File: src/hw/rtl/bqc_pkg.sv
`timescale 1ns / 1ps
// ----------------------------------------------------------------------------
// bqc_pkg
// Types, codes and arithmetic helpers of the billboard quad corner pipeline.
// ----------------------------------------------------------------------------
package bqc_pkg;

    // Number of pipeline stages in each of the iterative units.
    localparam int SqrtStages = 8;
    localparam int SqrtStepsPerStage = 4;
    localparam int DivStages = 8;
    localparam int DivStepsPerStage = 4;

    localparam logic signed [33:0] SatMax = 34'sd2147483647;
    localparam logic signed [33:0] SatMin = -34'sd2147483648;

    // Configuration register indexes.
    typedef enum logic [2:0] {
        REG_CAMERA_X    = 3'd0,
        REG_CAMERA_Y    = 3'd1,
        REG_CAMERA_Z    = 3'd2,
        REG_QUAD_WIDTH  = 3'd3,
        REG_QUAD_HEIGHT = 3'd4
    } t_reg_idx;

    // Corner order of the results.
    typedef enum logic [1:0] {
        CORNER_UR = 2'd0,
        CORNER_UL = 2'd1,
        CORNER_BR = 2'd2,
        CORNER_BL = 2'd3
    } t_corner;

    // Per-item data that rides along the whole pipeline.
    typedef struct packed {
        logic signed [31:0] cx;
        logic signed [31:0] cy;
        logic signed [31:0] cz;
        logic               dx_pos;
        logic               dx_neg;
        logic               dz_pos;
        logic               dz_neg;
        logic               degen;
    } t_side;

    // Normalized magnitudes of the view offset.
    typedef struct packed {
        logic [30:0] ax;
        logic [30:0] az;
    } t_mag;

    // Square root iteration state.
    typedef struct packed {
        logic [63:0] rem;
        logic [63:0] root;
    } t_sqrt;

    // Restoring divider lane state.
    typedef struct packed {
        logic [32:0] rem;
        logic [31:0] low;
        logic [31:0] quo;
    } t_div;

    // Left shift that brings the top set bit of m to bit 30.
    function automatic logic [4:0] norm_shift(input logic [30:0] m);
        logic [4:0] sh;
        sh = '0;
        for (int i = 0; i < 31; i++) begin
            if (m[i]) begin
                sh = 5'(30 - i);
            end
        end
        return sh;
    endfunction

    // One bit of the bitwise integer square root.
    function automatic t_sqrt sqrt_step(input t_sqrt s, input int unsigned step);
        logic [63:0] b;
        logic [63:0] trial;
        t_sqrt       r;
        b     = 64'd1 << (62 - 2 * step);
        trial = s.root + b;
        if (s.rem >= trial) begin
            r.rem  = s.rem - trial;
            r.root = (s.root >> 1) + b;
        end else begin
            r.rem  = s.rem;
            r.root = s.root >> 1;
        end
        return r;
    endfunction

    // One quotient bit of the restoring divider.
    function automatic t_div div_step(input t_div s, input logic [32:0] d);
        logic [33:0] r2;
        t_div        r;
        r2 = {s.rem, s.low[31]};
        if (r2 >= {1'b0, d}) begin
            r.rem = 33'(r2 - {1'b0, d});
            r.quo = {s.quo[30:0], 1'b1};
        end else begin
            r.rem = r2[32:0];
            r.quo = {s.quo[30:0], 1'b0};
        end
        r.low = {s.low[30:0], 1'b0};
        return r;
    endfunction

    // Clamp to the signed 32-bit range.
    function automatic logic signed [31:0] sat32(input logic signed [33:0] v);
        logic signed [31:0] r;
        if (v > SatMax) begin
            r = 32'sh7fffffff;
        end else if (v < SatMin) begin
            r = 32'sh80000000;
        end else begin
            r = v[31:0];
        end
        return r;
    endfunction

endpackage

File: src/hw/rtl/bqc_sqrt.sv
`timescale 1ns / 1ps
// ----------------------------------------------------------------------------
// bqc_sqrt
// Pipelined bitwise square root, four result bits per stage.
// ----------------------------------------------------------------------------
module bqc_sqrt (
    input  logic           i_clk,
    input  logic           i_rst_n,
    input  logic           i_en,
    input  logic           i_valid,
    input  bqc_pkg::t_side i_side,
    input  bqc_pkg::t_mag  i_mag,
    input  logic [62:0]    i_sum,
    output logic           o_valid,
    output bqc_pkg::t_side o_side,
    output bqc_pkg::t_mag  o_mag,
    output logic [31:0]    o_len
);
    import bqc_pkg::*;

    logic  r_valid [SqrtStages];
    t_side r_side  [SqrtStages];
    t_mag  r_mag   [SqrtStages];
    t_sqrt r_st    [SqrtStages];

    for (genvar g = 0; g < SqrtStages; g++) begin : g_stage
        logic  w_valid;
        t_side w_side;
        t_mag  w_mag;
        t_sqrt w_in;
        t_sqrt w_out;

        // Stage input: pipeline entry or the previous stage
        if (g == 0) begin : g_first
            assign w_valid     = i_valid;
            assign w_side      = i_side;
            assign w_mag       = i_mag;
            assign w_in.rem    = 64'(i_sum);
            assign w_in.root   = '0;
        end else begin : g_next
            assign w_valid = r_valid[g-1];
            assign w_side  = r_side[g-1];
            assign w_mag   = r_mag[g-1];
            assign w_in    = r_st[g-1];
        end

        // Four root bits
        always_comb begin
            w_out = w_in;
            for (int k = 0; k < SqrtStepsPerStage; k++) begin
                w_out = sqrt_step(w_out, g * SqrtStepsPerStage + k);
            end
        end

        always_ff @(posedge i_clk) begin
            if (!i_rst_n) begin
                r_valid[g] <= 1'b0;
            end else if (i_en) begin
                r_valid[g] <= w_valid;
            end
        end

        always_ff @(posedge i_clk) begin
            if (i_en) begin
                r_side[g] <= w_side;
                r_mag[g]  <= w_mag;
                r_st[g]   <= w_out;
            end
        end
    end

    assign o_valid = r_valid[SqrtStages-1];
    assign o_side  = r_side[SqrtStages-1];
    assign o_mag   = r_mag[SqrtStages-1];
    assign o_len   = r_st[SqrtStages-1].root[31:0];

endmodule

File: config.mk
export PLATFORM = sky130hd
export DESIGN_NAME = bqc_sqrt
export DESIGN_NICKNAME = d
export VERILOG_FILES = /design/src/hw/rtl/bqc_pkg.sv /design/src/hw/rtl/bqc_sqrt.sv
export SDC_FILE = /design/constraint.sdc
export NUM_CORES = 2
export LEC_CHECK = 0
export ABC_AREA = 1
export BUFFER_PORTS_ARGS = -buffer_cell sky130_fd_sc_hd__buf_2
export CAP_MARGIN = 20
export CORE_MARGIN = 2
export CORE_UTILIZATION = 50
export CTS_CLUSTER_SIZE = 14
export DETAILED_ROUTE_END_ITERATION = 12
export PLACE_DENSITY = 0.76
export SYNTH_ARGS = -nofsm -noshare
export SYNTH_HDL_FRONTEND = slang
export SYNTH_SLANG_ARGS = --single-unit
File: constraint.sdc
create_clock -name i_clk -period 12.8 [get_ports i_clk]
set_input_delay 0 -clock i_clk [delete_from_list [all_inputs] [get_ports i_clk]]
set_output_delay 0 -clock i_clk [all_outputs]
set_load 0.05 [all_outputs]
==> out/metrics.csv <==
stage,metric,value,unit
synth,synth_ff_type,edfxtp_1,
die,initial_core_util,0.502,
global_route,grt_start_max_net_pins,192,
sta,setup_violations,0,
power,p_leak,59.2,nW
synth,synth.cells.most_frequent,"nand2_1 (4049), inv_1 (2079), edfxtp_1 (1903), nor2_1 (1755), nand3_1 (982)",
drt,wire_per_inst,22.2,µm
cells_and_area,syn2layout_area_growth,14.1,%
clock_tree,cts.path.max_buffers,3,
drt,vias_per_cell,5.61,
cells_and_area,nets,16600,
placement,place_hpwl,340000,µm
worst_setup_path,worst-path-max-fanout,41,
placement,dpl_cell_area,0.126,mm²
sta,finalCritPeriodShare,0.889,
synth,synth.area.mux_share,0.000166,
global_route,antenna_found_initial,33,
power,p_switching,21.8,mW
cells_and_area,final_core_util,0.573,
placement,numPortBuffers,425,
synth,synth_most_common_cell,nand2_1,
power,peakVddDrop,0.000351,V
sta,fin_tns_setup,0,ps
synth,synth_edf_count,1903,
clock_tree,htree_num_levels,4,
drt,num_vias,108000,
worst_setup_path,worst_path_max_delay_cell,o21ai_0,
power,p_int,18.9,mW
worst_setup_path,cp-start-kind,flip-flop,
synth,ys_ff_latch,1904,
die,die_area,0.245,mm²
run_status,violations,DRC,
power,pwr-share-comb,0.652,
die,ios,426,
synth,synthXorXnorAreaFrac,0.0366,
synth,yosysTopAreaCell,edfxtp_1,
clock_tree,post_cts_buffers,0,
synth,yosys_warnings,0,
die,die_w,495,µm
clock_tree,clockRootBuffer,clkbuf_16,
drt,ant_nets,0,
drt,post-route-drc-count,1,
flow_run,cap_violations,0,
sta,hold_violations,0,
sta,relSlewSlack,0.279,
global_route,overflow,0,
worst_setup_path,end_kind,flip-flop,
synth,synthAdderAreaFrac,0.0596,
cells_and_area,finalInstanceArea,0.137,mm²
synth,synthCells,14800,
synth,syn_area_per_cell,8.13,µm²
sta,skew,95.1,ps
worst_setup_path,worst_path_largest_cell_delay,510,ps
clock_tree,tritoncts,built,
sta,rsz0062_at_grt,false,
worst_hold_path,hold_path.class,in2reg,
worst_setup_path,crit_arrival,11990,ps
synth,async_flop_share,0,
synth,syn_nets,15600,
run_status,status,"finished, violations left",
worst_setup_path,crit_type,reg2reg,
drt,drt_iter0_drc,12400,
synth,synthDistinctLibCells,65,
die,fp.coreArea,0.240,mm²
synth,yosysSeqAreaShare,0.474,
power,p_seq_frac,0.209,
clock_tree,clkSlewWorstSetupHoldPaths,60,ps
clock_tree,numCtsBuffers,195,
synth,netlist.area_leader.share,0.474,
power,p_sw_frac,0.535,
die,rows,180,
die,die_h,495,µm
drt,firstDrtPassIters,12,
sta,tightest_slew,1080,ps
worst_setup_path,crit_top_cell,nand2_1,
power,design_power_total,40.7,mW
sta,slew_violations,0,
power,power_frac_clock,0.139,
worst_setup_path,cp_data_required_time,13420,ps
synth,ys_top_cells_by_area,"edfxtp_1 (47%), nand2_1 (13%), inv_1 (6.5%)",
placement,gp_congestion,1.10,
synth,synth_top_family_by_area,simple AND/OR/NAND/NOR gates,
synth,synthesis.area,0.121,mm²
global_route,grt_pass1_vias,101000,
drt,wirelength,426000,µm
clock_tree,cts_sinks,1904,
clock_tree,clock_latency,910,ps
sta,min_period,11380,ps
synth,yosys.area_share.simple,0.271,
placement,post-place-ws,1380,ps
sta,max_freq,87.9,MHz
cells_and_area,layout-drive-gt1-share,0.0676,
sta,setup_ws,1420,ps
global_route,grt_pass1_wl,626000,µm
global_route,grtUsageTotal,0.339,
synth,synth_compound_area_frac,0.0837,
power,powerDensity,296,mW/mm²
-- critical path: cells and delay by family, from the launching register on --
kind / cells / cell delay (ps)
flops: 1 / 440
buf+inv: 12 / 2490
simple gates: 22 / 3310
compound gates: 14 / 3360
fa+ha+maj: 4 / 1460
-- kinds of logic after synthesis --
| kind of cell | count (synthesis) |
|---|---|
| adders and majority gates | 574 |
| xor gates and xnor gates | 504 |
| and+or+nand+nor | 7708 |
| muxes | 2 |
| buffers and inverters | 2264 |
| DFF | 1904 |
| AOI/OAI and AO/OA | 1867 |
-- registers in the layout, summed over array words and instances (netlist names) --
name / flops
r_mag: 496
r_side: 808
r_valid: 8
r_st: 592
-- layer usage --
layer | share of wire | global-route usage | up-vias | wire length, µm
li1 | - | - | 51400 | -
met1 | 0.40 | 0.434 | 49800 | 169000
met2 | 0.45 | 0.544 | 5326 | 193000
met3 | 0.088 | 0.0647 | 1161 | 37700
met4 | 0.062 | 0.181 | 24 | 26500
met5 | 0.00038 | 0 | - | 161
-- cell type report --
class                   instances  area (µm²)
well taps                    3185        3990
inverters                    2106        7910
fillers                     21900      103000
flip-flops and latches       1904       57200
clock inverters               123        1360
diodes                         11        27.5
repair buffers                980        7580
clock buffers                 232        5040
multi-input cells           10700       54400
-- repair_timing --
action,in CTS,in global routing
hold buffers,455,0
endpoints found under the hold margin,378,0
resized for setup,0,0
-- path summary, 6_finish.rpt --
check	start	end	slack, ps	cells past startpoint
worst max-delay path	r_st[1][287]	r_st[1][384]	1420	52
worst min-delay path	i_side[24]	r_side[0][24]	70	2
worst max register to register	r_st[1][287]	r_st[1][384]	1420	52
worst min register to register	r_mag[0][203]	r_mag[1][17]	380	0
-- placed cells by master (no fill, tap or decap), drive strengths merged, types with 75 or more instances in the layout --
master | netlist | layout
inv | 2102 | 2112
nand3 | 1015 | 1015
nand2 | 4118 | 4118
xor2 | 214 | 214
nand3b | 123 | 123
buf | 92 | 525
dlygate4sd3 | 0 | 455
clkbuf | 66 | 232
nor3 | 185 | 185
nand4 | 291 | 291
nor2 | 1828 | 1828
ha | 574 | 574
o21ai | 800 | 800
edfxtp | 1903 | 1903
clkinv | 4 | 92
a31oi | 106 | 106
a21oi | 777 | 777
nor4 | 75 | 75
xnor2 | 290 | 290
-- per-stage QoR --
step                      instances  hold WS [ps]
final                         19200          66.0
after global routing          19200          5.35
after floorplan               14800          98.9
after global placement        18400           176
after CTS                     19200          13.7
after detailed placement      18400           178
-- power groups by stage --
stage | clock network, mW | registers (mW) | logic, mW
after floorplan | 0 | 8.46 | 17.2
after global placement | 0 | 8.59 | 25.4
after detailed placement | 0 | 8.61 | 25.3
after CTS | 5.75 | 8.48 | 25.6
after global routing | 6.01 | 8.54 | 28.8
final | 5.65 | 8.50 | 26.5
Power figures use the tool's default switching activity.
