$ cat src/hw/rtl/bqc_pkg.sv
`timescale 1ns / 1ps
// ----------------------------------------------------------------------------
// bqc_pkg
// Types, codes and arithmetic helpers of the billboard quad corner pipeline.
// ----------------------------------------------------------------------------
package bqc_pkg;

    // Number of pipeline stages in each of the iterative units.
    localparam int SqrtStages = 8;
    localparam int SqrtStepsPerStage = 4;
    localparam int DivStages = 8;
    localparam int DivStepsPerStage = 4;

    localparam logic signed [33:0] SatMax = 34'sd2147483647;
    localparam logic signed [33:0] SatMin = -34'sd2147483648;

    // Configuration register indexes.
    typedef enum logic [2:0] {
        REG_CAMERA_X    = 3'd0,
        REG_CAMERA_Y    = 3'd1,
        REG_CAMERA_Z    = 3'd2,
        REG_QUAD_WIDTH  = 3'd3,
        REG_QUAD_HEIGHT = 3'd4
    } t_reg_idx;

    // Corner order of the results.
    typedef enum logic [1:0] {
        CORNER_UR = 2'd0,
        CORNER_UL = 2'd1,
        CORNER_BR = 2'd2,
        CORNER_BL = 2'd3
    } t_corner;

    // Per-item data that rides along the whole pipeline.
    typedef struct packed {
        logic signed [31:0] cx;
        logic signed [31:0] cy;
        logic signed [31:0] cz;
        logic               dx_pos;
        logic               dx_neg;
        logic               dz_pos;
        logic               dz_neg;
        logic               degen;
    } t_side;

    // Normalized magnitudes of the view offset.
    typedef struct packed {
        logic [30:0] ax;
        logic [30:0] az;
    } t_mag;

    // Square root iteration state.
    typedef struct packed {
        logic [63:0] rem;
        logic [63:0] root;
    } t_sqrt;

    // Restoring divider lane state.
    typedef struct packed {
        logic [32:0] rem;
        logic [31:0] low;
        logic [31:0] quo;
    } t_div;

    // Left shift that brings the top set bit of m to bit 30.
    function automatic logic [4:0] norm_shift(input logic [30:0] m);
        logic [4:0] sh;
        sh = '0;
        for (int i = 0; i < 31; i++) begin
            if (m[i]) begin
                sh = 5'(30 - i);
            end
        end
        return sh;
    endfunction

    // One bit of the bitwise integer square root.
    function automatic t_sqrt sqrt_step(input t_sqrt s, input int unsigned step);
        logic [63:0] b;
        logic [63:0] trial;
        t_sqrt       r;
        b     = 64'd1 << (62 - 2 * step);
        trial = s.root + b;
        if (s.rem >= trial) begin
            r.rem  = s.rem - trial;
            r.root = (s.root >> 1) + b;
        end else begin
            r.rem  = s.rem;
            r.root = s.root >> 1;
        end
        return r;
    endfunction

    // One quotient bit of the restoring divider.
    function automatic t_div div_step(input t_div s, input logic [32:0] d);
        logic [33:0] r2;
        t_div        r;
        r2 = {s.rem, s.low[31]};
        if (r2 >= {1'b0, d}) begin
            r.rem = 33'(r2 - {1'b0, d});
            r.quo = {s.quo[30:0], 1'b1};
        end else begin
            r.rem = r2[32:0];
            r.quo = {s.quo[30:0], 1'b0};
        end
        r.low = {s.low[30:0], 1'b0};
        return r;
    endfunction

    // Clamp to the signed 32-bit range.
    function automatic logic signed [31:0] sat32(input logic signed [33:0] v);
        logic signed [31:0] r;
        if (v > SatMax) begin
            r = 32'sh7fffffff;
        end else if (v < SatMin) begin
            r = 32'sh80000000;
        end else begin
            r = v[31:0];
        end
        return r;
    endfunction

endpackage

$ cat src/hw/rtl/bqc_if.sv


// Corner result channel.
interface bqc_out_if;
    logic               valid;
    logic               ready;
    logic [1:0]         corner_index;
    logic signed [31:0] corner_x;
    logic signed [31:0] corner_y;
    logic signed [31:0] corner_z;
    logic               degenerate;
    logic               final_corner;
    modport source (output valid, corner_index, corner_x, corner_y, corner_z,
                    degenerate, final_corner, input ready);
    modport sink (input valid, corner_index, corner_x, corner_y, corner_z,
                  degenerate, final_corner, output ready);
endinterface


$ cat src/hw/rtl/bqc_corner.sv
`timescale 1ns / 1ps
// ----------------------------------------------------------------------------
// bqc_corner
// Holds one finished particle and sends its four corners through a
// registered output, with saturation. Drives the pipeline advance.
// ----------------------------------------------------------------------------
module bqc_corner (
    input  logic           i_clk,
    input  logic           i_rst_n,
    input  logic           i_valid,
    input  bqc_pkg::t_side i_side,
    input  logic [30:0]    i_ox,
    input  logic [30:0]    i_oz,
    input  logic [30:0]    i_height,
    output logic           o_en,
    bqc_out_if.source      o_out
);
    import bqc_pkg::*;

    // Held particle
    logic               r_hold_valid;
    t_corner            r_cnt;
    t_side              r_side;
    logic signed [31:0] r_rx;
    logic signed [31:0] r_rz;
    logic [30:0]        r_hy;

    // Output register
    logic               r_o_valid;
    t_corner            r_o_index;
    logic signed [31:0] r_o_x;
    logic signed [31:0] r_o_y;
    logic signed [31:0] r_o_z;
    logic               r_o_degen;

    logic               w_load;
    logic signed [31:0] n_rx;
    logic signed [31:0] n_rz;
    logic signed [33:0] w_sx;
    logic signed [33:0] w_sy;
    logic signed [33:0] w_sz;
    logic signed [33:0] w_hy;

    // Output register takes a corner when empty or being drained
    assign w_load = r_hold_valid && (!r_o_valid || o_out.ready);
    assign o_en   = !r_hold_valid || (w_load && (r_cnt == CORNER_BL));

    // Signed right offsets
    always_comb begin
        n_rx = '0;
        n_rz = '0;
        if (i_side.dz_pos) begin
            n_rx = $signed({1'b0, i_ox});
        end else if (i_side.dz_neg) begin
            n_rx = -$signed({1'b0, i_ox});
        end
        if (i_side.dx_pos) begin
            n_rz = -$signed({1'b0, i_oz});
        end else if (i_side.dx_neg) begin
            n_rz = $signed({1'b0, i_oz});
        end
    end

    // Corner sums: bit 0 flips right, bit 1 flips up
    always_comb begin
        w_hy = $signed({3'b000, r_hy});
        if (r_cnt[0]) begin
            w_sx = 34'(r_side.cx) - 34'(r_rx);
            w_sz = 34'(r_side.cz) - 34'(r_rz);
        end else begin
            w_sx = 34'(r_side.cx) + 34'(r_rx);
            w_sz = 34'(r_side.cz) + 34'(r_rz);
        end
        if (r_cnt[1]) begin
            w_sy = 34'(r_side.cy) - w_hy;
        end else begin
            w_sy = 34'(r_side.cy) + w_hy;
        end
    end

    // Control
    always_ff @(posedge i_clk) begin
        if (!i_rst_n) begin
            r_hold_valid <= 1'b0;
            r_cnt        <= CORNER_UR;
            r_o_valid    <= 1'b0;
        end else begin
            if (o_en) begin
                r_hold_valid <= i_valid;
                r_cnt        <= CORNER_UR;
            end else if (w_load) begin
                r_cnt <= t_corner'(r_cnt + 2'd1);
            end
            if (w_load) begin
                r_o_valid <= 1'b1;
            end else if (o_out.ready) begin
                r_o_valid <= 1'b0;
            end
        end
    end

    // Payload
    always_ff @(posedge i_clk) begin
        if (o_en) begin
            r_side <= i_side;
            r_rx   <= n_rx;
            r_rz   <= n_rz;
            r_hy   <= 31'(({1'b0, i_height} + 32'd1) >> 1);
        end
        if (w_load) begin
            r_o_index <= r_cnt;
            r_o_x     <= sat32(w_sx);
            r_o_y     <= sat32(w_sy);
            r_o_z     <= sat32(w_sz);
            r_o_degen <= r_side.degen;
        end
    end

    assign o_out.valid        = r_o_valid;
    assign o_out.corner_index = r_o_index;
    assign o_out.corner_x     = r_o_x;
    assign o_out.corner_y     = r_o_y;
    assign o_out.corner_z     = r_o_z;
    assign o_out.degenerate   = r_o_degen;
    assign o_out.final_corner = (r_o_index == CORNER_BL);

endmodule

$ cat src/flat_wrapper.sv
// flat-port wrapper written by rule: the top's interface ports become plain ports
module bqc_corner_flat import bqc_pkg::*;
  (i_clk, i_rst_n, i_valid, i_side, i_ox, i_oz, i_height, o_en, o_out_valid, o_out_corner_index, o_out_corner_x, o_out_corner_y, o_out_corner_z, o_out_degenerate, o_out_final_corner, o_out_ready);
  bqc_out_if o_out_i ();
  input  logic i_clk;
  input  logic i_rst_n;
  input  logic i_valid;
  input  bqc_pkg::t_side i_side;
  input  logic [30:0] i_ox;
  input  logic [30:0] i_oz;
  input  logic [30:0] i_height;
  output logic o_en;
  output wire logic [$bits(o_out_i.valid)-1:0] o_out_valid;
  output wire logic [$bits(o_out_i.corner_index)-1:0] o_out_corner_index;
  output wire logic [$bits(o_out_i.corner_x)-1:0] o_out_corner_x;
  output wire logic [$bits(o_out_i.corner_y)-1:0] o_out_corner_y;
  output wire logic [$bits(o_out_i.corner_z)-1:0] o_out_corner_z;
  output wire logic [$bits(o_out_i.degenerate)-1:0] o_out_degenerate;
  output wire logic [$bits(o_out_i.final_corner)-1:0] o_out_final_corner;
  input wire logic [$bits(o_out_i.ready)-1:0] o_out_ready;
  assign o_out_valid = o_out_i.valid;
  assign o_out_corner_index = o_out_i.corner_index;
  assign o_out_corner_x = o_out_i.corner_x;
  assign o_out_corner_y = o_out_i.corner_y;
  assign o_out_corner_z = o_out_i.corner_z;
  assign o_out_degenerate = o_out_i.degenerate;
  assign o_out_final_corner = o_out_i.final_corner;
  assign o_out_i.ready = o_out_ready;
  bqc_corner u_core (.i_clk(i_clk), .i_rst_n(i_rst_n), .i_valid(i_valid), .i_side(i_side), .i_ox(i_ox), .i_oz(i_oz), .i_height(i_height), .o_en(o_en), .o_out(o_out_i));
endmodule
$ cat config.mk
export PLATFORM = sky130hd
export DESIGN_NAME = bqc_corner_flat
export DESIGN_NICKNAME = d
export VERILOG_FILES = /design/src/hw/rtl/bqc_pkg.sv /design/src/hw/rtl/bqc_if.sv /design/src/hw/rtl/bqc_corner.sv /design/src/flat_wrapper.sv
export SDC_FILE = /design/constraint.sdc
export NUM_CORES = 1
export LEC_CHECK = 0
export BUFFER_PORTS_ARGS = -buffer_cell sky130_fd_sc_hd__buf_2
export CORE_MARGIN = 2
export CORE_UTILIZATION = 58
export CTS_CLUSTER_SIZE = 24
export DETAILED_ROUTE_END_ITERATION = 6
export GPL_ROUTABILITY_DRIVEN = 0
export MAX_ROUTING_LAYER = met4
export PLACE_DENSITY_LB_ADDON = 0.1
export SYNTH_ARGS = -nofsm -noshare
export SYNTH_HDL_FRONTEND = slang
export SYNTH_SLANG_ARGS = --single-unit
$ cat constraint.sdc
create_clock -name i_clk -period 5.9 [get_ports i_clk]
set_input_delay 0.295 -clock i_clk [delete_from_list [all_inputs] [get_ports i_clk]]
set_output_delay 0.295 -clock i_clk [all_outputs]
set_load 0.05 [all_outputs]
==> results.md, run 1 <==
Status:
- The flow ran to the end, and the final reports show no timing, DRC or antenna violations.

Pwr:
- The sequential power share is 0.381.
- The share of total power dissipated in the clock network is 0.271.
- Summing internal, switching and leakage power gives ~7.4 mW.
- In this run the power density over the cells is 321 mW/mm2.
- The analysis attributes to net switching a power of roughly 2.6 mW.
- The combinational cell fraction of total power is 0.349.
- The worst-case IR drop observed on VDD is approximately 0.0002 V.
- Cell internal power was estimated by the tool at between 4 and 5 mW.
- The switching share of power is 0.351.
- Summed over all cells, the static leakage comes to between 9 and 10 nW.

Drt:
- The number of remaining DRC errors is 0.
- The pre-antenna-repair detailed-routing pass consisted of 5 iterations.
- After detailed routing, the average wire length per cell comes to between 15 and 20 um.
- Detailed routing inserted a total of roughly 16k vias.
- In this run the remaining antenna-violating nets after routing total 0.
- The routed design has 46300 um of wire.
- After detailed routing, the number of vias per cell comes to between 5 and 6.
- The count of routing violations after the opening detailed-route iteration is roughly 1.1k.

Placed design:
- The half-perimeter wire length after detailed placement is approximately 34000 um.
- The post-place instance area is between 0.02 and 0.025 mm2.
- The total of buffers placed on input and output ports is ~300.

Floorplan:
- Measured along the y axis, the die boundary spans roughly 190 um.
- 300 I/O pins were placed.
- The area inside the core boundary is 0.0325 mm2.
- In this run the horizontal extent of the chip is between 150 and 200 um.
- For this configuration, the core starts out at a cell density of 0.588.
- The floorplan step defined a die boundary enclosing ~0.034 mm2.
- The initialized floorplan defines 66 standard-cell rows.

CTS:
- The CTS tree is built.
- The clock network latency to the later pin of the worst-skew pair is approximately 510 ps.
- Counting every sink on the clock net gives just under 300.
- The number of buffers between clock root and the deepest sink is 3.
- The number of instances resized during post-cts repair is 0.
- Clock tree synthesis selected as its root buffer the cell sky130_fd_sc_hd__clkbuf_16.
- The CTS buffer count is 34.
- The total number of H-tree levels is 2.
- Clock-pin slew was measured on the worst setup and hold paths at ~50 ps.

Timing:
- The max-slew violation total from the final report is 0.
- The final hold violation count is 0.
- Setup total negative slack on the finished layout was measured at 0 ps.
- Headroom to the max-slew limit came out at 0.354.
- The worst path in the final design needs a cycle of ~5400 ps, including I/O delays and setup.
- For the pin with the worst max-slew slack, the measured transition is ~970 ps.
- Setup violations remaining at the end of the flow were counted as 0.
- Static timing analysis puts the maximum clock frequency at 0.187 GHz.
- Setup repair after global routing left no endpoint under its margin.
- The clock skew is approximately 13 ps.
- In the finished design, the share of the clock period the worst path needs comes to 0.908.

Synthesis:
- After synthesis, the netlist uses approximately 80 different library cells.
- Synthesis produced about 1.9k cells.
- For this run, the register share of the synthesized area comes to 0.462.
- The synthesized area per cell is a little over 10 um2.
- Yosys mapped a number of flops with a built-in enable equal to between 200 and 300.
- The post-synthesis register bit count is 295.
- Synthesis produced a netlist with a net count of between 2k and 2.5k.
- The most used flip-flop cell after synthesis is sky130_fd_sc_hd__edfxtp_1.
- After synthesis, the share of flip-flops with an asynchronous set or reset is 0.
- The Yosys warning count is 0.
- The combined area of all synthesized cells is about 0.019 mm2.

Layout:
- The fraction of final layout cells sized beyond drive strength 1 is 0.178.
- The area growth from synthesis to layout is 20.5%.
- In the layout the commonest cells are sky130_fd_sc_hd__buf_2, sky130_fd_sc_hd__edfxtp_1, sky130_fd_sc_hd__a21oi_1, sky130_fd_sc_hd__xnor2_1, sky130_fd_sc_hd__nor2_1.
- Leaving out fill and tap cells, the most frequent cell in the layout is sky130_fd_sc_hd__buf_2.
- The fill cell instance count of the final layout is 2386.
- The net total in the final layout is 2564.
- With fillers left out, the area of the finished cells amounts to about 0.023 mm2.

Global routing:
- The number of global-route vias before repair is approximately 15k.
- Entering global routing, the biggest net connects 110 pins.
- The global-route wire length before repair is about 72000 um.
- For this run, the total global-route usage over all layers was measured as 0.270.
- The number of antenna violations at the first check in global routing is 1.
- The overflow left after global routing is 0.

Min path:
- The tightest min-delay check is of the input port to register type.

Setup path:
- The critical path capture point type is a register.
- The required time of the worst setup path is around 6200 ps.
- STA classifies the critical path startpoint as a register.
- Along the worst path, the maximum fanout reaches 29.
- The critical path start-end classification is register to register.
- The critical path data arrival time is ~5700 ps.

Run:
- Max-cap violations in this run came to 0.
state kept, by name, summed over array words and instances (netlist names), 2 cells and up:
| name | flops |
|---|---|
| u_core.r_rz | 32 |
| u_core.o_out.corner_z | 32 |
| u_core.r_hy | 31 |
| u_core.o_out.corner_index | 2 |
| u_core.o_out.corner_y | 32 |
| u_core.r_side | 97 |
| u_core.r_rx | 32 |
| u_core.r_cnt | 2 |
| u_core.o_out.corner_x | 32 |
path summary, 6_finish.rpt:
path,cells past startpoint,slack (ps),startpoint,end
worst min-delay path,2,30,i_rst_n,u_core.r_hold_valid
worst min register to register,0,430,u_core.r_side[0],u_core.o_out.degenerate
worst max-delay path,14,540,u_core.r_hy[6],u_core.o_out.corner_y[0]
worst max register to register,14,540,u_core.r_hy[6],u_core.o_out.corner_y[0]
per-layer routing:
layer | track usage | up-vias | share of wire
met3 | 0.0299 | 96 | 0.071
met2 | 0.427 | 581 | 0.46
met4 | 0.0819 | 0 | 0.026
met5 | - | - | 0
met1 | 0.368 | 7231 | 0.44
li1 | - | 7771 | -
per-stage QoR:
stage	util	worst slack [ps]	hold WS, ps	cells
floorplan	-	595	394	1882
global placement	0.646	764	405	2568
detailed placement	0.646	585	418	2568
CTS	0.709	554	4.37	2727
global route	0.709	73.7	23.4	2728
finish	0.709	541	29.1	2729
worst max-delay path, stage by stage (launching register included):
cell	delay, ps
sky130_fd_sc_hd__edfxtp_1	440
sky130_fd_sc_hd__or4_1	590
sky130_fd_sc_hd__nor4_1	620
sky130_fd_sc_hd__and3b_1	320
sky130_fd_sc_hd__nor2b_1	310
sky130_fd_sc_hd__a21oi_1	130
sky130_fd_sc_hd__xnor2_1	150
sky130_fd_sc_hd__ha_1	400
sky130_fd_sc_hd__and3_1	240
sky130_fd_sc_hd__nand3_1	180
sky130_fd_sc_hd__a2111oi_0	360
sky130_fd_sc_hd__o221ai_1	200
sky130_fd_sc_hd__xnor2_1	320
sky130_fd_sc_hd__nand2_1	580
sky130_fd_sc_hd__a21oi_1	340
repair_timing:
action	CTS	global route
hold buffers	98	0
hold endpoints to repair	98	0
setup buffers	0	0
synth_stat cells, types with 6 or more instances:
master / instances / area [um2]
sky130_fd_sc_hd__nor3b_1: 7 / 52.6
sky130_fd_sc_hd__o22ai_1: 8 / 50.1
sky130_fd_sc_hd__a211oi_1: 7 / 52.6
sky130_fd_sc_hd__and3_1: 20 / 125
sky130_fd_sc_hd__nand4_1: 20 / 125
sky130_fd_sc_hd__a21o_1: 68 / 510
sky130_fd_sc_hd__nor4_1: 25 / 156
sky130_fd_sc_hd__nand2_1: 141 / 529
sky130_fd_sc_hd__buf_1: 6 / 22.5
sky130_fd_sc_hd__and2_1: 15 / 93.8
sky130_fd_sc_hd__o21ai_0: 126 / 631
sky130_fd_sc_hd__nor2_1: 146 / 548
sky130_fd_sc_hd__o211ai_1: 14 / 105
sky130_fd_sc_hd__nor2b_1: 12 / 75.1
sky130_fd_sc_hd__o21bai_1: 8 / 60.1
sky130_fd_sc_hd__o31ai_1: 24 / 180
sky130_fd_sc_hd__or2_2: 8 / 50.1
sky130_fd_sc_hd__a21oi_1: 200 / 1000
sky130_fd_sc_hd__xor2_1: 45 / 394
sky130_fd_sc_hd__nand3_1: 35 / 175
sky130_fd_sc_hd__or3_1: 14 / 87.6
sky130_fd_sc_hd__inv_1: 63 / 236
sky130_fd_sc_hd__a31oi_1: 22 / 138
sky130_fd_sc_hd__xnor2_1: 162 / 1420
sky130_fd_sc_hd__nor3_1: 49 / 245
sky130_fd_sc_hd__buf_2: 9 / 45.0
sky130_fd_sc_hd__o21a_1: 15 / 113
sky130_fd_sc_hd__nand2b_1: 27 / 169
sky130_fd_sc_hd__a31o_2: 8 / 70.1
sky130_fd_sc_hd__clkbuf_1: 45 / 169
sky130_fd_sc_hd__ha_1: 103 / 1290
sky130_fd_sc_hd__maj3_1: 36 / 360
sky130_fd_sc_hd__or4_1: 16 / 120
sky130_fd_sc_hd__edfxtp_1: 291 / 8740
area by class of cell:
type                            instances  area, um2  area share
Antenna cell                            2       5.00    0.000218
Clock buffer                           48        967      0.0420
Clock inverter                         13       91.3     0.00397
Inverter                               63        244      0.0106
Multi-Input combinational cell       1461       9780       0.425
Sequential cell                       295       8820       0.383
Tap cell                              442        553      0.0240
Timing Repair Buffer                  405       2550       0.111
cells by family after synthesis:
logic type | Yosys count | share of synthesized area
multiplexers | 7 | 0.00387
adder cells (fa/ha/maj) | 142 | 0.0895
XOR/XNOR | 207 | 0.0949
flip-flops | 295 | 0.462
AO/OA/AOI/OAI | 540 | 0.172
buffers and inverters | 126 | 0.0268
AND/OR/NAND/NOR | 565 | 0.151
power by group through the flow:
stage,Sequential [mW],Combinational [mW],Clock (mW)
final,2.81,2.57,2.00
after global routing,2.84,2.80,2.12
after CTS,2.81,2.54,2.03
after detailed placement,2.85,2.48,0
after global placement,2.84,2.43,0
after floorplan,3.33,1.41,0
No activity file was read; power rests on OpenSTA's default activity.
==> run 2, diff against run 1 <==
==> constraint.sdc (replaced) <==
create_clock -name i_clk -period 5.76 [get_ports i_clk]
set_input_delay 0.288 -clock i_clk [delete_from_list [all_inputs] [get_ports i_clk]]
set_output_delay 0.288 -clock i_clk [all_outputs]
set_load 0.05 [all_outputs]
==> run 2 against run 1 <==
- final cell count is essentially flat
- hold slack improved by 3.8 ps
- clock-buffer cell count is 11 lower
- sequential cell count is the same
- die area unchanged
- sequential power increased by 2%
- worst setup slack better by 280 ps
- critical path type unchanged
- largest cell class unchanged
==> results.md, run 2 (same netlist as run 1, synthesis figures left out) <==
Drt:
- The count of routing violations after the opening detailed-route iteration came to 1285 (was 1142).
- The average routed wire per standard cell is 17.1 um (was 17.0 um).
- The remaining antenna violation count came to 0 (unchanged).
- The via density per instance came to 5.77 (was 5.75).
- The total wire length is 46700 um (was 46300 um).
- The via count was 15.7k (about the same).
- The total iterations of the first detailed-routing run is 7 (was 5).
- The number of remaining DRC errors is 0 (unchanged).

Timing:
- The final hold violation count is 0 (unchanged).
- The relative max-transition margin is 0.380 (was 0.354).
- The ratio of final minimum period to clock period is 0.858 (was 0.908).
- The slew at the pin closest to its max-slew limit was 928 ps (was 968 ps).
- The worst path setup slack after routing is 818 ps (was 541 ps).
- The minimum clock period after layout came to 4940 ps (was 5360 ps).
- The worst slack on hold paths is 32.9 ps (was 29.1 ps).
- RSZ-0062 raised after global routing: no (unchanged).
- The clock skew came to 29.6 ps (was 12.8 ps).
- The sum of negative setup slack was 0 ps (unchanged).
- The upper clock frequency limit is 0.202 GHz (was 0.187 GHz).
- The max-slew violation total from the final report is 0 (unchanged).
- The total of endpoints with negative setup slack in the final report is 0 (unchanged).

Placed design:
- The cell count after placement is 2570 (was 2568).
- The half-perimeter wire length after detailed placement is 34400 um (was 34000 um).
- The worst setup slack after placement is 828 ps (was 585 ps).
- The total of buffers placed on input and output ports came to 299 (unchanged).
- The post-place instance area was 0.0210 mm2 (about the same).

Status:
- Result of the run: complete, no violations (unchanged).

Pwr:
- The power density over the cells is 333 mW/mm2 (was 321 mW/mm2).
- The maximum vdd drop is 0.000248 V (was 0.000195 V).
- The reported leakage power is 9.25 nW (was 9.21 nW).
- The total power is 7.69 mW (was 7.38 mW).

Global routing:
- The number of antenna violations at the first check in global routing is 1 (unchanged).
- The number of global-route vias before repair was 14.7k (was 14.6k).
- The overflow left after global routing is 0 (unchanged).
- The global router's overall resource usage is 0.272 (was 0.270).
- The largest net degree at the start of global routing is 98 (was 110).
- The global-route wire length before repair is 72500 um (was 72000 um).

Layout:
- The net total in the final layout is 2565 (was 2564).
- The number of flip-flops under the largest register name came to 97 (unchanged).
- The final design utilization came to 0.711 (was 0.709).
- The number of standard cells in the final layout excluding fillers is 2728 (was 2729).
- Commonest non-fill, non-tap cells in the layout: sky130_fd_sc_hd__buf_2, sky130_fd_sc_hd__edfxtp_1, sky130_fd_sc_hd__a21oi_1, sky130_fd_sc_hd__xnor2_1, sky130_fd_sc_hd__nor2_1 (unchanged).
- The register name with the most flops is u_core.r_side (unchanged).
- The area of all placed cells without fillers is 0.0231 mm2 (was 0.0230 mm2).
- The fill cell instance count of the final layout is 2364 (was 2386).
- The area growth from synthesis to layout is 20.9% (was 20.5%).
- The fraction of final layout cells sized beyond drive strength 1 is 0.179 (was 0.178).
- The most common cell after layout, fill and taps aside is sky130_fd_sc_hd__buf_2 (unchanged).

Setup path:
- The largest fanout on the critical path is 29 (unchanged).
- The required time of the worst setup path is 6040 ps (was 6230 ps).
- The capturing point of the worst reg2reg path is u_core.o_out.corner_y[25] (was u_core.o_out.corner_y[0]).
- The element type at the critical path start is a register (unchanged).
- The launching point of the worst reg2reg path is u_core.r_hy[6] (unchanged).
- The critical path data arrival time is 5220 ps (was 5690 ps).
- The critical path capture point type is a register (unchanged).
- The register-to-register setup slack was 820 ps (was 540 ps).
- The critical path start-end classification is register to register (unchanged).
- The logic depth of the worst register-to-register path was 15 (was 14).

CTS:
- The total number of H-tree levels is 1 (was 2).
- The cell chosen for the clock root is sky130_fd_sc_hd__clkbuf_16 (unchanged).
- The number of instances resized during post-cts repair came to 0 (unchanged).
- The clock network latency to the later pin of the worst-skew pair is 570 ps (was 510 ps).
- The register clock-pin slew on the reported worst setup and hold paths is 60 ps (was 50 ps).
- The number of buffers between clock root and the deepest sink is 3 (unchanged).
- The CTS buffer count is 31 (was 34).
- The number of clock sinks is 295 (unchanged).
- The CTS tree is built (unchanged).

Floorplan:
- The starting density of the core is 0.588 (unchanged).
- The vertical die dimension is 185 um (unchanged).
- The number of placement rows is 66 (unchanged).
- The full die area is 0.0344 mm2 (unchanged).
- The area inside the core boundary is 0.0325 mm2 (unchanged).
- The horizontal die dimension was 185 um (unchanged).
- The boundary pin count is 300 (unchanged).

Min path:
- The worst hold path class was input port to register (unchanged).
- The count of cells along the worst hold path came to 2 (unchanged).
- The origin of the worst min-delay path is i_height[9] (was i_rst_n).
- The end point of the most critical hold path was u_core.r_hy[8] (was u_core.r_hold_valid).

Run:
- The number of violations of the max-capacitance limit is 0 (unchanged).
run 2: worst max-delay path by stage:
stage | start | endpoint | slack [ps] | cells after the start
5_1_grt | u_core.r_rx[10] | u_core.o_out.corner_x[11] | 520 | 16
4_1_cts | u_core.r_hy[6] | u_core.o_out.corner_y[25] | 790 | 15
2_1_floorplan | u_core.o_out.valid | u_core.r_hy[0] | 450 | 3
6_report | u_core.r_hy[6] | u_core.o_out.corner_y[25] | 820 | 15
3_3_place_gp | u_core.r_hy[6] | u_core.o_out.corner_y[3] | 1000 | 16
3_5_place_dp | u_core.r_hy[6] | u_core.o_out.corner_y[25] | 830 | 15
run 2: per-layer routing:
layer | share of wire | routed length [um] | up-vias | GRT usage
met5 | 0 | 0 | - | -
met4 | 0.026 | 1200 | 0 | 0.0752
met3 | 0.070 | 3280 | 91 | 0.0320
met2 | 0.47 | 21800 | 634 | 0.443
met1 | 0.44 | 20400 | 7241 | 0.361
li1 | - | - | 7772 | -
run 2: repair_timing:
action,in CTS,in global routing
buffers inserted,0,0
hold buffers,100,0
hold endpoints to repair,101,0
run 2: worst max-delay path, stage by stage (launching register included):
cell and delay [ps]:
sky130_fd_sc_hd__edfxtp_1 440, sky130_fd_sc_hd__or4_1 580, sky130_fd_sc_hd__nor4_1 610, sky130_fd_sc_hd__and3b_1 330, sky130_fd_sc_hd__nor2b_1 290, sky130_fd_sc_hd__a21oi_1 130, sky130_fd_sc_hd__xnor2_1 140, sky130_fd_sc_hd__ha_1 410
sky130_fd_sc_hd__and3_1 240, sky130_fd_sc_hd__nand3_1 170, sky130_fd_sc_hd__a2111oi_0 360, sky130_fd_sc_hd__o221ai_1 190, sky130_fd_sc_hd__xnor2_1 200, sky130_fd_sc_hd__nor2_1 130, sky130_fd_sc_hd__buf_4 280, sky130_fd_sc_hd__o21ai_0 150
run 2: layout make-up:
class / count / area (um2) / area share
Clock inverter: 20 / 304 / 0.0132
Clock buffer: 37 / 798 / 0.0346
Inverter: 63 / 244 / 0.0106
Tap cell: 442 / 553 / 0.0240
Multi-Input combinational cell: 1461 / 9780 / 0.424
Antenna cell: 1 / 2.50 / 0.000108
Timing Repair Buffer: 409 / 2580 / 0.112
Sequential cell: 295 / 8820 / 0.382
run 2: report_power, final:
part / leakage [nW] / total (mW) / internal (mW) / switching, mW
registers: 2.92 / 2.88 / 2.76 / 0.124
logic: 5.79 / 2.64 / 0.937 / 1.70
clock network: 0.534 / 2.16 / 1.34 / 0.822
total: 9.25 / 7.69 / 5.03 / 2.65
==> run 3, diff against run 2 <==
--- a/config.mk
+++ b/config.mk
@@ -7,7 +7,7 @@
 export LEC_CHECK = 0
 export BUFFER_PORTS_ARGS = -buffer_cell sky130_fd_sc_hd__buf_2
 export CORE_MARGIN = 2
-export CORE_UTILIZATION = 58
+export CORE_UTILIZATION = 53
 export CTS_CLUSTER_SIZE = 24
 export DETAILED_ROUTE_END_ITERATION = 6
 export GPL_ROUTABILITY_DRIVEN = 0
==> constraint.sdc (replaced) <==
create_clock -name i_clk -period 4.3 [get_ports i_clk]
set_input_delay 0.86 -clock i_clk [delete_from_list [all_inputs] [get_ports i_clk]]
set_output_delay 0.86 -clock i_clk [all_outputs]
set_load 0.05 [all_outputs]
==> run 3 against run 2 <==
- the flow now finishes with violations (setup timing)
- final cell count rose by 2.9%
- maximum frequency up 13%
- worst setup slack worse by 880 ps
- via count rose by 2.0%
- non-clock buffer count increased by 52
- combinational power up 53%
- largest cell class unchanged
==> results.md, run 3 (same netlist as run 1, synthesis figures left out) <==
Drt:
- The count of routing violations after the opening detailed-route iteration is 1041 (was 1285).
- The number of remaining DRC errors is 0 (unchanged).
- The total wire length is 49300 um (was 46700 um).
- The average routed wire per standard cell was 17.6 um (was 17.1 um).
- The via density per instance is 5.72 (was 5.77).
- The via count is 16.1k (was 15.7k).
- The total iterations of the first detailed-routing run is 5 (was 7).
- The remaining antenna violation count was 0 (unchanged).

Floorplan:
- The number of placement rows is 69 (was 66).
- The horizontal die dimension is 194 um (was 185 um).
- The area inside the core boundary was 0.0355 mm2 (was 0.0325 mm2).
- The full die area is 0.0376 mm2 (was 0.0344 mm2).
- The vertical die dimension is 194 um (was 185 um).
- The boundary pin count is 300 (unchanged).
- The starting density of the core is 0.538 (was 0.588).

CTS:
- The total number of H-tree levels is 1 (unchanged).
- The number of clock sinks is 295 (unchanged).
- The register clock-pin slew on the reported worst setup and hold paths is 60 ps (about the same).
- The CTS tree is built (unchanged).
- The number of buffers between clock root and the deepest sink came to 3 (unchanged).
- The number of buffers inserted for hold repair after clock tree synthesis was 0 (was 100).
- The CTS buffer count came to 31 (unchanged).
- The cell chosen for the clock root was sky130_fd_sc_hd__clkbuf_16 (unchanged).
- The clock network latency to the later pin of the worst-skew pair is 580 ps (was 570 ps).

Setup path:
- The largest fanout on the critical path came to 8 (was 29).
- The critical path start-end classification is register to register (unchanged).
- The critical path capture point type is a register (unchanged).
- The critical path data arrival time was 4680 ps (was 5220 ps).
- The required time of the worst setup path is 4610 ps (was 6040 ps).
- The element type at the critical path start is a register (unchanged).

Placed design:
- The worst setup slack after placement is -160 ps (was 828 ps).
- The cell count after placement was 2711 (was 2570).
- The total of buffers placed on input and output ports is 299 (unchanged).
- The half-perimeter wire length after detailed placement was 37000 um (was 34400 um).

Timing:
- RSZ-0062 raised after global routing: yes (was no).
- The ratio of final minimum period to clock period came to 1.01 (was 0.858).
- The worst path setup slack after routing is -62.4 ps (was 818 ps).
- The relative max-transition margin came to 0.425 (was 0.380).
- The upper clock frequency limit is 0.229 GHz (was 0.202 GHz).
- The max-slew violation total from the final report came to 0 (unchanged).
- The minimum clock period after layout was 4360 ps (was 4940 ps).
- The clock skew is 15.7 ps (was 29.6 ps).
- The final hold violation count is 0 (unchanged).
- The slew at the pin closest to its max-slew limit is 861 ps (was 928 ps).
- The total of endpoints with negative setup slack in the final report is 34 (was 0).

Layout:
- The net total in the final layout is 2617 (was 2565).
- The register name with the most flops is u_core.r_side (unchanged).
- The final design utilization is 0.675 (was 0.711).
- The fill cell instance count of the final layout is 2793 (was 2364).
- The multi-input gate area in the final layout was 0.0103 mm2 (was 0.00978 mm2).
- The most common cell after layout, fill and taps aside is sky130_fd_sc_hd__buf_2 (unchanged).
- The number of flip-flops under the largest register name is 97 (unchanged).
- The area growth from synthesis to layout is 25.5% (was 20.9%).
- The area of all sequential standard cells is 0.00882 mm2 (unchanged).
- Commonest non-fill, non-tap cells in the layout: sky130_fd_sc_hd__buf_2, sky130_fd_sc_hd__edfxtp_1, sky130_fd_sc_hd__a21oi_1, sky130_fd_sc_hd__xnor2_1, sky130_fd_sc_hd__buf_4 (was sky130_fd_sc_hd__buf_2, sky130_fd_sc_hd__edfxtp_1, sky130_fd_sc_hd__a21oi_1, sky130_fd_sc_hd__xnor2_1, sky130_fd_sc_hd__nor2_1).
- The number of standard cells in the final layout excluding fillers is 2807 (was 2728).
- The fraction of final layout cells sized beyond drive strength 1 was 0.293 (was 0.179).

Pwr:
- The reported leakage power is 9.79 nW (was 9.25 nW).
- The total power is 10.8 mW (was 7.69 mW).
- The power density over the cells is 450 mW/mm2 (was 333 mW/mm2).
- The maximum vdd drop is 0.000458 V (was 0.000248 V).

Status:
- Result of the run: complete, but fails checks (was complete, no violations).
- The checks that failed: setup timing.

Global routing:
- The number of antenna violations at the first check in global routing is 5 (was 1).
- The largest net degree at the start of global routing is 147 (was 98).
- The global router's overall resource usage came to 0.256 (was 0.272).
- The number of global-route vias before repair came to 14.8k (was 14.7k).
- The global-route wire length before repair is 76000 um (was 72500 um).
- The overflow left after global routing is 0 (unchanged).

Min path:
- The worst hold path class is register to register (was input port to register).

Run:
- The number of violations of the max-capacitance limit came to 0 (unchanged).
run 3: changes by cell type in the layout (fill, tap and decap cells not counted), sizes merged:
cell	before	now
inv	63	64
bufinv	8	7
clkinv	11	6
diode	1	9
clkbuf	37	41
dlygate4sd3	100	0
clkinvlp	1	4
buf	309	459
run 3: final cells by class:
cell class	count	area share
Multi-Input combinational cell	1461	0.431
Sequential cell	295	0.368
Timing Repair Buffer	461	0.120
Clock buffer	39	0.0345
Tap cell	461	0.0241
Clock inverter	18	0.0116
Inverter	63	0.0101
Antenna cell	9	0.000940
run 3: stage by stage:
step	setup TNS [ps]	cell area, um2	hold slack [ps]
2_1_floorplan	-72180	19100	400
3_3_place_gp	-111	22000	403
3_5_place_dp	-4660	22000	419
4_1_cts	-152	23400	434
5_1_grt	-14400	24000	437
6_report	-794	24000	429
run 3: metal layers:
metal / vias to the layer above / global-route usage / share of wire
met5: - / - / 0
met4: 0 / 0.0738 / 0.028
met3: 104 / 0.0353 / 0.072
met2: 571 / 0.399 / 0.46
met1: 7493 / 0.351 / 0.44
li1: 7889 / - / -
run 3: power breakdown:
part / internal [mW] / switching [mW]
logic: 1.57 / 2.47
clock network: 1.78 / 1.11
registers: 3.69 / 0.165
total: 7.04 / 3.75
run 3: worst paths after layout:
kind / start / endpoint / slack (ps) / cells after the start
worst max-delay path: u_core.r_hy[6] / u_core.o_out.corner_y[25] / -60 / 20
worst min-delay path: u_core.r_side[0] / u_core.o_out.degenerate / 430 / 0
worst max register to register: u_core.r_hy[6] / u_core.o_out.corner_y[25] / -60 / 20
worst min register to register: u_core.r_side[0] / u_core.o_out.degenerate / 430 / 0
run 3: repair_timing:
| item | CTS | global route |
|---|---|---|
| pin swaps | 19 | 52 |
| endpoints found under the setup margin | 62 | 94 |
| gates cloned | 2 | 3 |
| buffers inserted | 13 | 14 |
| resized for setup | 35 | 125 |
run 3: worst max-delay path, cell delays in order (launching register included):
cell and delay (ps):
sky130_fd_sc_hd__edfxtp_1 400, sky130_fd_sc_hd__or4_4 590, sky130_fd_sc_hd__nor2b_4 160, sky130_fd_sc_hd__nand2b_4 80, sky130_fd_sc_hd__nor2_4 90, sky130_fd_sc_hd__buf_6 110, sky130_fd_sc_hd__nand3b_1 180, sky130_fd_sc_hd__buf_6 200
sky130_fd_sc_hd__nor4_4 120, sky130_fd_sc_hd__nor2_1 90, sky130_fd_sc_hd__xnor2_1 140, sky130_fd_sc_hd__ha_1 380, sky130_fd_sc_hd__nand4_1 200, sky130_fd_sc_hd__or3_4 440, sky130_fd_sc_hd__nor3_4 170, sky130_fd_sc_hd__nor4_4 70
sky130_fd_sc_hd__xnor2_2 170, sky130_fd_sc_hd__nor2_2 150, sky130_fd_sc_hd__buf_6 150, sky130_fd_sc_hd__buf_12 140, sky130_fd_sc_hd__o21ai_1 70
